**config.mk**
```make
export PLATFORM = sky130hd
export DESIGN_NAME = audio_level_led_bar_rainbow
export DESIGN_NICKNAME = d
export VERILOG_FILES = /design/src/alb_pkg.sv /design/src/alb_ctrl.sv /design/src/alb_datapath.sv /design/src/audio_level_led_bar_rainbow.sv
export SDC_FILE = /design/constraint.sdc
export NUM_CORES = 1
export LEC_CHECK = 0
export ABC_AREA = 1
export BUFFER_PORTS_ARGS = -buffer_cell sky130_fd_sc_hd__buf_2
export CAP_MARGIN = 20
export CORE_MARGIN = 1.5
export CORE_UTILIZATION = 67
export CTS_CLUSTER_DIAMETER = 80
export DETAILED_ROUTE_END_ITERATION = 10
export GPL_TIMING_DRIVEN = 0
export PLACE_DENSITY = 0.95
export REMOVE_ABC_BUFFERS = 1
export SYNTH_ARGS = -nofsm -noshare
export SYNTH_HDL_FRONTEND = slang
export SYNTH_HIERARCHICAL = 1
export SYNTH_SLANG_ARGS = --single-unit
```
**constraint.sdc**
```tcl
create_clock -name aclk -period 11.84 [get_ports aclk]
set_clock_uncertainty 0.1 [all_clocks]
set_input_delay 1.184 -clock aclk [delete_from_list [all_inputs] [get_ports aclk]]
set_output_delay 1.184 -clock aclk [all_outputs]
set_load 0.01 [all_outputs]
```
**src/alb_pkg.sv**
```systemverilog
// Shared types and constants for the LED bar meter.
// Command and status structs between controller and datapath, config indexes,
// color wheel offset table. No dependencies.
`timescale 1ns / 1ps

package alb_pkg;

    // Field widths
    localparam int SAMPLE_W  = 10;
    localparam int INDEX_W   = 6;
    localparam int COLOR_W   = 8;
    localparam int BAR_W     = 7;
    localparam int QUOT_W    = 7;
    localparam int GAIN_W    = 6;
    localparam int LEVEL_W   = QUOT_W + GAIN_W;
    localparam int PROD_W    = 16;
    localparam int SPEED_W   = 8;
    localparam int PERIOD_W  = 16;
    localparam int DECAY_W   = 17;
    localparam int CFG_IDX_W = 2;
    localparam int CFG_DAT_W = 16;
    localparam int S_TDATA_W = 16;
    localparam int M_TDATA_W = 32;

    // Full-scale converter reading used by the level scaling
    localparam int FullScale = 1023;
    localparam int WheelDiv  = 50;
    localparam int MaxLeds   = 64;

    // Register indexes on the config port
    typedef enum logic [CFG_IDX_W-1:0] {
        CFG_WHEEL_STEP   = 2'd0,
        CFG_GAIN         = 2'd1,
        CFG_DECAY_PERIOD = 2'd2
    } cfg_index_t;

    // Reset values of registers and state
    localparam logic [SPEED_W-1:0]  SPEED_RST  = 8'd3;
    localparam logic [GAIN_W-1:0]   GAIN_RST   = 6'd4;
    localparam logic [PERIOD_W-1:0] PERIOD_RST = 16'd5;
    localparam logic [BAR_W-1:0]    BAR_RST    = 7'd30;
    localparam logic [COLOR_W-1:0]  WHEEL_RST  = 8'd255;

    // Controller to datapath commands
    typedef struct packed {
        logic load_sample;   // capture sample and its scaled product
        logic calc_quot;     // divide product by full scale
        logic calc_level;    // multiply quotient by gain
        logic update_bar;    // peak-hold update, preset LED counter
        logic emit;          // load one LED color into the output register
        logic finish;        // step wheel and decay counter, bar decay
    } alb_cmd_t;

    // Datapath to controller status
    typedef struct packed {
        logic idx_zero;      // LED counter at index 0
        logic out_free;      // output register can take a new transfer
    } alb_status_t;

    typedef logic [COLOR_W-1:0] wheel_ofs_t [MaxLeds];

    // Wheel offset per LED: floor(i*256/50) mod 256, built at elaboration
    function automatic wheel_ofs_t build_wheel_ofs();
        wheel_ofs_t t;
        for (int k = 0; k < MaxLeds; k++) begin
            t[k] = COLOR_W'((k * 256) / WheelDiv);
        end
        return t;
    endfunction

    localparam wheel_ofs_t WHEEL_OFS = build_wheel_ofs();

endpackage

```
**src/alb_ctrl.sv**
```systemverilog
// Sequencing state machine for the LED bar meter.
// Drives the datapath through alb_cmd_t and watches alb_status_t; uses alb_pkg.
`timescale 1ns / 1ps

module alb_ctrl (
    input  logic                 aclk,
    input  logic                 aresetn,
    input  logic                 s_tvalid,
    output logic                 s_tready,
    input  alb_pkg::alb_status_t status,
    output alb_pkg::alb_cmd_t    cmd
);
    import alb_pkg::*;

    typedef enum logic [5:0] {
        S_IDLE   = 6'b000001,
        S_QUOT   = 6'b000010,
        S_LEVEL  = 6'b000100,
        S_UPDATE = 6'b001000,
        S_EMIT   = 6'b010000,
        S_FINISH = 6'b100000
    } state_t;

    state_t state_reg, state_next;

    // Next state and commands; refuse samples while reset is held
    always_comb begin
        state_next = state_reg;
        cmd        = '0;
        s_tready   = 1'b0;
        case (state_reg)
            S_IDLE: begin
                s_tready = aresetn;
                if (s_tvalid && aresetn) begin
                    cmd.load_sample = 1'b1;
                    state_next      = S_QUOT;
                end
            end
            S_QUOT: begin
                cmd.calc_quot = 1'b1;
                state_next    = S_LEVEL;
            end
            S_LEVEL: begin
                cmd.calc_level = 1'b1;
                state_next     = S_UPDATE;
            end
            S_UPDATE: begin
                cmd.update_bar = 1'b1;
                state_next     = S_EMIT;
            end
            S_EMIT: begin
                // one LED per free output slot, highest index first
                if (status.out_free) begin
                    cmd.emit = 1'b1;
                    if (status.idx_zero) begin
                        state_next = S_FINISH;
                    end
                end
            end
            S_FINISH: begin
                cmd.finish = 1'b1;
                state_next = S_IDLE;
            end
            default: begin
                state_next = S_IDLE;
            end
        endcase
    end

    always_ff @(posedge aclk) begin
        if (!aresetn) begin
            state_reg <= S_IDLE;
        end else begin
            state_reg <= state_next;
        end
    end

endmodule

```
**src/alb_datapath.sv**
```systemverilog
// Datapath of the LED bar meter: config registers, level scaling, bar and
// wheel state, LED counter, rainbow color and output register. Uses alb_pkg.
`timescale 1ns / 1ps

module alb_datapath #(
    parameter int LED_COUNT = 60
) (
    input  logic                            aclk,
    input  logic                            aresetn,
    input  logic                            cfg_we,
    input  logic [alb_pkg::CFG_IDX_W-1:0]   cfg_index,
    input  logic [alb_pkg::CFG_DAT_W-1:0]   cfg_data,
    input  logic [alb_pkg::SAMPLE_W-1:0]    audio_sample,
    input  alb_pkg::alb_cmd_t               cmd,
    output alb_pkg::alb_status_t            status,
    output logic                            m_tvalid,
    input  logic                            m_tready,
    output logic [alb_pkg::INDEX_W-1:0]     led_index,
    output logic [alb_pkg::COLOR_W-1:0]     red,
    output logic [alb_pkg::COLOR_W-1:0]     green,
    output logic [alb_pkg::COLOR_W-1:0]     blue,
    output logic                            last
);
    import alb_pkg::*;

    localparam logic [PROD_W-1:0]  LedMul   = PROD_W'(LED_COUNT);
    localparam logic [LEVEL_W-1:0] LevelMax = LEVEL_W'(LED_COUNT);
    localparam logic [INDEX_W-1:0] IdxTop   = INDEX_W'(LED_COUNT - 1);

    logic [SPEED_W-1:0]  speed_reg;
    logic [GAIN_W-1:0]   gain_reg;
    logic [PERIOD_W-1:0] period_reg;

    logic                nonzero_reg;
    logic [PROD_W-1:0]   prod_reg;
    logic [QUOT_W-1:0]   quot_reg, quot_next;
    logic [LEVEL_W-1:0]  level_reg;
    logic [BAR_W-1:0]    bar_reg, bar_next;
    logic [COLOR_W-1:0]  wheel_reg, wheel_next;
    logic [DECAY_W-1:0]  decay_reg, decay_next;
    logic [INDEX_W-1:0]  idx_reg;

    logic                out_valid_reg;
    logic [INDEX_W-1:0]  out_idx_reg;
    logic [COLOR_W-1:0]  out_r_reg, out_g_reg, out_b_reg;
    logic                out_last_reg;

    // Config writes; unknown index ignored
    always_ff @(posedge aclk) begin
        if (!aresetn) begin
            speed_reg  <= SPEED_RST;
            gain_reg   <= GAIN_RST;
            period_reg <= PERIOD_RST;
        end else if (cfg_we) begin
            case (cfg_index)
                CFG_WHEEL_STEP:   speed_reg  <= cfg_data[SPEED_W-1:0];
                CFG_GAIN:         gain_reg   <= cfg_data[GAIN_W-1:0];
                CFG_DECAY_PERIOD: period_reg <= cfg_data[PERIOD_W-1:0];
                default: ;
            endcase
        end
    end

    // Divide product by 1023: q0 = x>>10, remainder (x mod 1024) + q0 stays
    // below twice the divisor, so one compare corrects it
    logic [PROD_W-11:0]      q0;
    logic [SAMPLE_W:0]       rem;
    always_comb begin
        q0        = prod_reg[PROD_W-1:10];
        rem       = {1'b0, prod_reg[9:0]} + (SAMPLE_W+1)'(q0);
        quot_next = QUOT_W'(q0) + QUOT_W'(rem >= (SAMPLE_W+1)'(FullScale));
    end

    // Peak hold: rise only to an in-range higher level; fall by one on decay
    always_comb begin
        bar_next = bar_reg;
        if (cmd.update_bar) begin
            if (nonzero_reg && (level_reg > LEVEL_W'(bar_reg))
                    && (level_reg <= LevelMax)) begin
                bar_next = level_reg[BAR_W-1:0];
            end
        end else if (cmd.finish) begin
            if (decay_next > DECAY_W'(period_reg) && bar_reg != '0) begin
                bar_next = bar_reg - 1'b1;
            end
        end
    end

    // Wheel step with clamp to 255 on underflow, decay counter advance
    always_comb begin
        if (wheel_reg < speed_reg) begin
            wheel_next = '1;
        end else begin
            wheel_next = wheel_reg - speed_reg;
        end
        decay_next = decay_reg + 1'b1;
    end

    // Level pipeline and per-item state
    always_ff @(posedge aclk) begin
        if (cmd.load_sample) begin
            nonzero_reg <= (audio_sample != '0);
            prod_reg    <= PROD_W'(LedMul * PROD_W'(audio_sample));
        end
        if (cmd.calc_quot) begin
            quot_reg <= quot_next;
        end
        if (cmd.calc_level) begin
            level_reg <= LEVEL_W'(quot_reg * LEVEL_W'(gain_reg));
        end
    end

    always_ff @(posedge aclk) begin
        if (!aresetn) begin
            bar_reg   <= BAR_RST;
            wheel_reg <= WHEEL_RST;
            decay_reg <= '0;
            idx_reg   <= '0;
        end else begin
            bar_reg <= bar_next;
            if (cmd.finish) begin
                wheel_reg <= wheel_next;
                decay_reg <= (decay_next > DECAY_W'(period_reg)) ? '0 : decay_next;
            end
            if (cmd.update_bar) begin
                idx_reg <= IdxTop;
            end else if (cmd.emit) begin
                idx_reg <= idx_reg - 1'b1;
            end
        end
    end

    // Rainbow color of the current LED, black above the bar
    logic [COLOR_W-1:0]  pos;
    logic [COLOR_W-1:0]  ramp;
    logic [COLOR_W-1:0]  col_r, col_g, col_b;
    logic                lit;
    always_comb begin
        pos   = WHEEL_OFS[idx_reg] + wheel_reg;
        lit   = ({1'b0, idx_reg} < bar_reg);
        col_r = '0;
        col_g = '0;
        col_b = '0;
        if (pos < 8'd85) begin
            ramp  = (pos << 1) + pos;
            col_r = ramp;
            col_b = 8'd255 - ramp;
        end else if (pos < 8'd170) begin
            ramp  = ((pos - 8'd85) << 1) + (pos - 8'd85);
            col_g = ramp;
            col_r = 8'd255 - ramp;
        end else begin
            ramp  = ((pos - 8'd170) << 1) + (pos - 8'd170);
            col_b = ramp;
            col_g = 8'd255 - ramp;
            col_r = 8'd1;
        end
        if (!lit) begin
            col_r = '0;
            col_g = '0;
            col_b = '0;
        end
    end

    // Output register: load on emit, drop valid once transferred
    always_ff @(posedge aclk) begin
        if (!aresetn) begin
            out_valid_reg <= 1'b0;
        end else if (cmd.emit) begin
            out_valid_reg <= 1'b1;
        end else if (m_tready) begin
            out_valid_reg <= 1'b0;
        end
    end

    always_ff @(posedge aclk) begin
        if (cmd.emit) begin
            out_idx_reg  <= idx_reg;
            out_r_reg    <= col_r;
            out_g_reg    <= col_g;
            out_b_reg    <= col_b;
            out_last_reg <= (idx_reg == '0);
        end
    end

    assign status.idx_zero = (idx_reg == '0);
    assign status.out_free = !out_valid_reg || m_tready;

    assign m_tvalid  = out_valid_reg;
    assign led_index = out_idx_reg;
    assign red       = out_r_reg;
    assign green     = out_g_reg;
    assign blue      = out_b_reg;
    assign last      = out_last_reg;

    // Never overwrite a result that has not been transferred
    a_emit_free: assert property (@(posedge aclk) disable iff (!aresetn)
        cmd.emit |-> (!out_valid_reg || m_tready))
        else $error("output register overwritten while stalled");

    // Peak hold never raises the bar past the LED count
    a_bar_range: assert property (@(posedge aclk) disable iff (!aresetn)
        cmd.update_bar |=> (bar_reg == $past(bar_reg)) || (bar_reg <= BAR_W'(LED_COUNT)))
        else $error("bar level rose beyond LED count");

    // The LED at index 0 closes the run
    a_last_mark: assert property (@(posedge aclk) disable iff (!aresetn)
        cmd.emit |=> (out_last_reg == ($past(idx_reg) == '0)))
        else $error("last flag does not match LED index 0");

    // State steps only right after the final LED was loaded
    a_finish_after_last: assert property (@(posedge aclk) disable iff (!aresetn)
        cmd.finish |-> (out_valid_reg && out_last_reg))
        else $error("wheel/decay step without a completed run");

endmodule

```
**src/audio_level_led_bar_rainbow.sv**
```systemverilog
// LED bar level meter with peak hold, decay and scrolling rainbow colors.
//
// Input stream: one 10-bit audio sample per transfer on s_tdata[9:0].
// Output stream: LED_COUNT transfers per sample, LED index LED_COUNT-1
// down to 0; m_tdata carries index and color, m_tlast marks LED 0.
// Config port: cfg_we with cfg_index 0 wheel speed, 1 gain, 2 decay period.
// The user writes it only while no sample is in work; the block does not enforce this.
//
// Sequence: a taken sample passes through level scaling (product, divide
// by full scale, gain, peak compare), then its LED colors leave one by
// one through the single output register, and a final step moves the
// wheel and decay counter. A stalled receiver holds the output register
// and pauses the LED count. s_tready is high only between samples, so a
// new sample is not taken until the last one is through.
// Reset: bar level 30, wheel at 255, decay count 0, speed 3, gain 4,
// decay period 5; output stream empty.
`timescale 1ns / 1ps

module audio_level_led_bar_rainbow #(
    parameter int LED_COUNT = 60
) (
    input  logic                                aclk,
    input  logic                                aresetn,
    // config write port
    input  logic                                cfg_we,
    input  logic [alb_pkg::CFG_IDX_W-1:0]       cfg_index,
    input  logic [alb_pkg::CFG_DAT_W-1:0]       cfg_data,
    // sample stream
    input  logic                                s_tvalid,
    output logic                                s_tready,
    input  logic [alb_pkg::S_TDATA_W-1:0]       s_tdata,  // [9:0] audio_sample
    // LED color stream
    output logic                                m_tvalid,
    input  logic                                m_tready,
    output logic [alb_pkg::M_TDATA_W-1:0]       m_tdata,  // [5:0] led_index, [13:6] red,
                                                          // [21:14] green, [29:22] blue
    output logic                                m_tlast
);
    import alb_pkg::*;

    alb_cmd_t            cmd;
    alb_status_t         status;
    logic [INDEX_W-1:0]  led_index;
    logic [COLOR_W-1:0]  red, green, blue;

    alb_ctrl u_ctrl (
        .aclk     (aclk),
        .aresetn  (aresetn),
        .s_tvalid (s_tvalid),
        .s_tready (s_tready),
        .status   (status),
        .cmd      (cmd)
    );

    alb_datapath #(
        .LED_COUNT (LED_COUNT)
    ) u_datapath (
        .aclk         (aclk),
        .aresetn      (aresetn),
        .cfg_we       (cfg_we),
        .cfg_index    (cfg_index),
        .cfg_data     (cfg_data),
        .audio_sample (s_tdata[SAMPLE_W-1:0]),
        .cmd          (cmd),
        .status       (status),
        .m_tvalid     (m_tvalid),
        .m_tready     (m_tready),
        .led_index    (led_index),
        .red          (red),
        .green        (green),
        .blue         (blue),
        .last         (m_tlast)
    );

    // Pack fields from the lowest bit up, pad to whole bytes
    assign m_tdata = {2'b00, blue, green, red, led_index};

endmodule
```
==> flow_summary.json <==
{
  "io_buffers": 65,
  "fin_nets": 1716,
  "hold_violations": 0,
  "die_area_sq_um": 17800,
  "leakage_uw": 0.00618,
  "seq_area_frac_synth_pct": 30.6,
  "ys_ff_latch": 141,
  "hpwl_mm": 20.1,
  "async_flop_share_pct": 0,
  "syn_inst": 1444,
  "grt_pass1_vias": 10100,
  "wire_per_inst_um": 16.1,
  "synth.most_common_cell": "nand2_1",
  "synth_cell_types": 53,
  "clockRootBuffer": "clkbuf_16",
  "arrival_ns": 6.67,
  "period_share_pct": 55.7,
  "cts_tree": "done",
  "finalSetupViolCount": 0,
  "first_pass_iters": 9,
  "cts_num_sinks": 141,
  "design_area_sq_um": 12500,
  "htreeDepth": 4,
  "path_clk_slew_ns": 0.06,
  "post-route-min-period_ns": 6.60,
  "status": "finished clean",
  "crit_path_end_kind": "flop",
  "grt_pass1_wl_mm": 46.9,
  "synth_commonest_cells": "nand2_1 (283), inv_1 (236), ha_1 (137)",
  "grt_max_degree": 58,
  "critPathLaunchType": "flop",
  "cts_hold_buf": 0,
  "slew_violations": 0,
  "netlist.area_leader.share_pct": 17.4,
  "syn-cell-area_sq_um": 11400,
  "maxSlewHeadroom_pct": 28.0,
  "num_vias": 10300,
  "power.density_nw_per_um2": 105,
  "fmax_ghz": 0.152,
  "yosysTopAreaCell": "edfxtp_1",
  "cts_inserted_buffers": 17,
  "rsz0062_at_grt": "false",
  "drt_iter0_markers": 1249,
  "num_rows": 47,
  "hp-class": "reg -> reg",
  "netSwitchingFraction_pct": 27.8,
  "cts_setup_buffers": 0,
  "ant_nets": 0,
  "yosys_warnings": 6,
  "p_int_uw": 949,
  "seq_power_share_pct": 41.5,
  "placed_cell_area_sq_um": 11900,
  "area_growth_pct": 9.36,
  "grt-ovfl-total": 0,
  "clkPwrFrac_pct": 41.6,
  "wirelength_mm": 27.8,
  "tightest_slew_ns": 1.08,
  "syn_area_per_cell_sq_um": 7.90,
  "pwr-share-comb_pct": 16.9,
  "cp_data_required_time_ns": 11.91,
  "initial_core_util_pct": 68.7,
  "largest_reg_flops": 17,
  "gp_congestion": 0.940,
  "antenna_found_initial": 0,
  "coreArea_sq_um": 16600,
  "synth_edf_count": 66,
  "io_pins": 74,
  "power.total_uw": 1310,
  "max-cap-violations": 0,
  "cts.path.max_buffers": 2,
  "p_switching_uw": 366,
  "die_w_um": 133,
  "synth_flop_cell": "dfxtp_1",
  "vias_per_cell": 5.93,
  "cp_max_fo": 12,
  "drc": 0,
  "synth_area_leaders": "edfxtp_1 (17%), ha_1 (15%), dfxtp_1 (13%), nand2_1 (9.3%), inv_1 (7.8%)",
  "drive_above_1_share_pct": 8.68,
  "num_antenna_cells": 0,
  "setup_tns_ns": 0,
  "die_h_um": 133,
  "critPathKind": "reg -> reg",
  "cts_resized": 0,
  "peakVddDrop_uv": 89.3,
  "grt_use_total_pct": 32.5,
  "clock_latency_ns": 0.42
}
## final timing paths
check	startpoint	end	slack (ns)	depth (start not counted)
worst max-delay path	u_datapath/idx_reg[1]$_SDFFE_PN0P_	u_datapath/green[5]$_SDFFCE_PP0P_	5.24	24
worst min-delay path	u_datapath/period_reg[6]$_SDFFE_PN0P_	u_datapath/period_reg[6]$_SDFFE_PN0P_	0.36	2
worst max register to register	u_datapath/idx_reg[1]$_SDFFE_PN0P_	u_datapath/green[5]$_SDFFCE_PP0P_	5.24	24
worst min register to register	u_datapath/period_reg[6]$_SDFFE_PN0P_	u_datapath/period_reg[6]$_SDFFE_PN0P_	0.36	2
## power groups by stage
stage,Combinational (uW),Clock [uW],Sequential (uW)
2_1_floorplan,156,0,551
3_3_place_gp,194,0,554
3_5_place_dp,215,0,555
4_1_cts,218,549,545
5_1_grt,249,573,546
6_report,223,547,545
## kinds of logic after synthesis
kind of cell | after synthesis | share of synthesized area (%)
AO/OA/AOI/OAI | 250 | 12.4
XOR/XNOR | 55 | 4.29
adder cells (fa/ha/maj) | 181 | 22.8
buffers and inverters | 273 | 9.23
flip-flops | 141 | 30.6
multiplexers | 1 | 0.0878
other | 1 | 0.0329
AND/OR/NAND/NOR | 542 | 20.6
## cells in the final DEF, fill, tap and decap left out, types with 4 or more instances in the layout
cell type / n
a211oi_1: 4
a21o_1: 7
a21oi_1: 106
a31oi_1: 8
buf_2: 65
clkbuf_16: 18
dfxtp_1: 75
edfxtp_1: 66
fa_1: 44
ha_1: 137
inv_1: 236
inv_6: 4
nand2_1: 283
nand2_2: 8
nand3_1: 84
nand3_2: 4
nand3b_1: 4
nand4_1: 17
nor2_1: 97
nor2_2: 7
nor3_1: 17
nor3b_1: 7
o211ai_1: 11
o21ai_0: 80
o21ai_1: 6
o21bai_1: 4
o32ai_1: 4
or2_2: 5
xnor2_1: 13
xor2_1: 41
## routing by layer
metal | share of wire (%) | routed length [um] | vias up | track usage [%]
li1 | - | - | 4840 | -
met1 | 39 | 11000 | 4741 | 39.3
met2 | 49 | 13600 | 549 | 55.9
met3 | 7.2 | 2010 | 126 | 6.35
met4 | 4.3 | 1190 | 0 | 15.7
met5 | 0 | 0 | - | 0
## critical path: stages (launching register included)
cell,delay (ns)
dfxtp_1,0.63
inv_1,0.29
ha_1,0.41
inv_1,0.10
nor2_1,0.04
inv_1,0.13
a21oi_1,0.10
o21a_1,0.20
o41ai_1,0.75
ha_1,0.46
nand3_1,0.17
nand3_1,0.19
nand2_1,0.10
nand2_1,0.16
ha_1,0.24
nand2_1,0.09
nand3_1,0.10
nand2_1,0.11
nand2_1,0.08
a21oi_1,0.71
inv_1,0.43
nand2_1,0.40
inv_1,0.13
nand3_1,0.13
inv_1,0.08
## layout make-up
cell class              instances  area (sq um)
repair buffers                 66           337
well taps                     220           275
clock inverters                11           129
multi-input cells            1031          6880
inverters                     239           897
clock buffers                  21           465
flip-flops and latches        141          3480
fillers                      1106          4120
## metrics by stage
step           hold WS (ns)  util (%)  setup slack (ns)  std cells
3_3_place_gp          0.339      71.5              5.88       1696
6_report              0.360      75.2              5.24       1729
4_1_cts               0.364      75.2              5.46       1729
5_1_grt               0.379      75.2              4.92       1729
2_1_floorplan         0.327         -              7.15       1411
3_5_place_dp          0.355      71.6              5.70       1697
No activity file was read; power rests on OpenSTA's default activity.
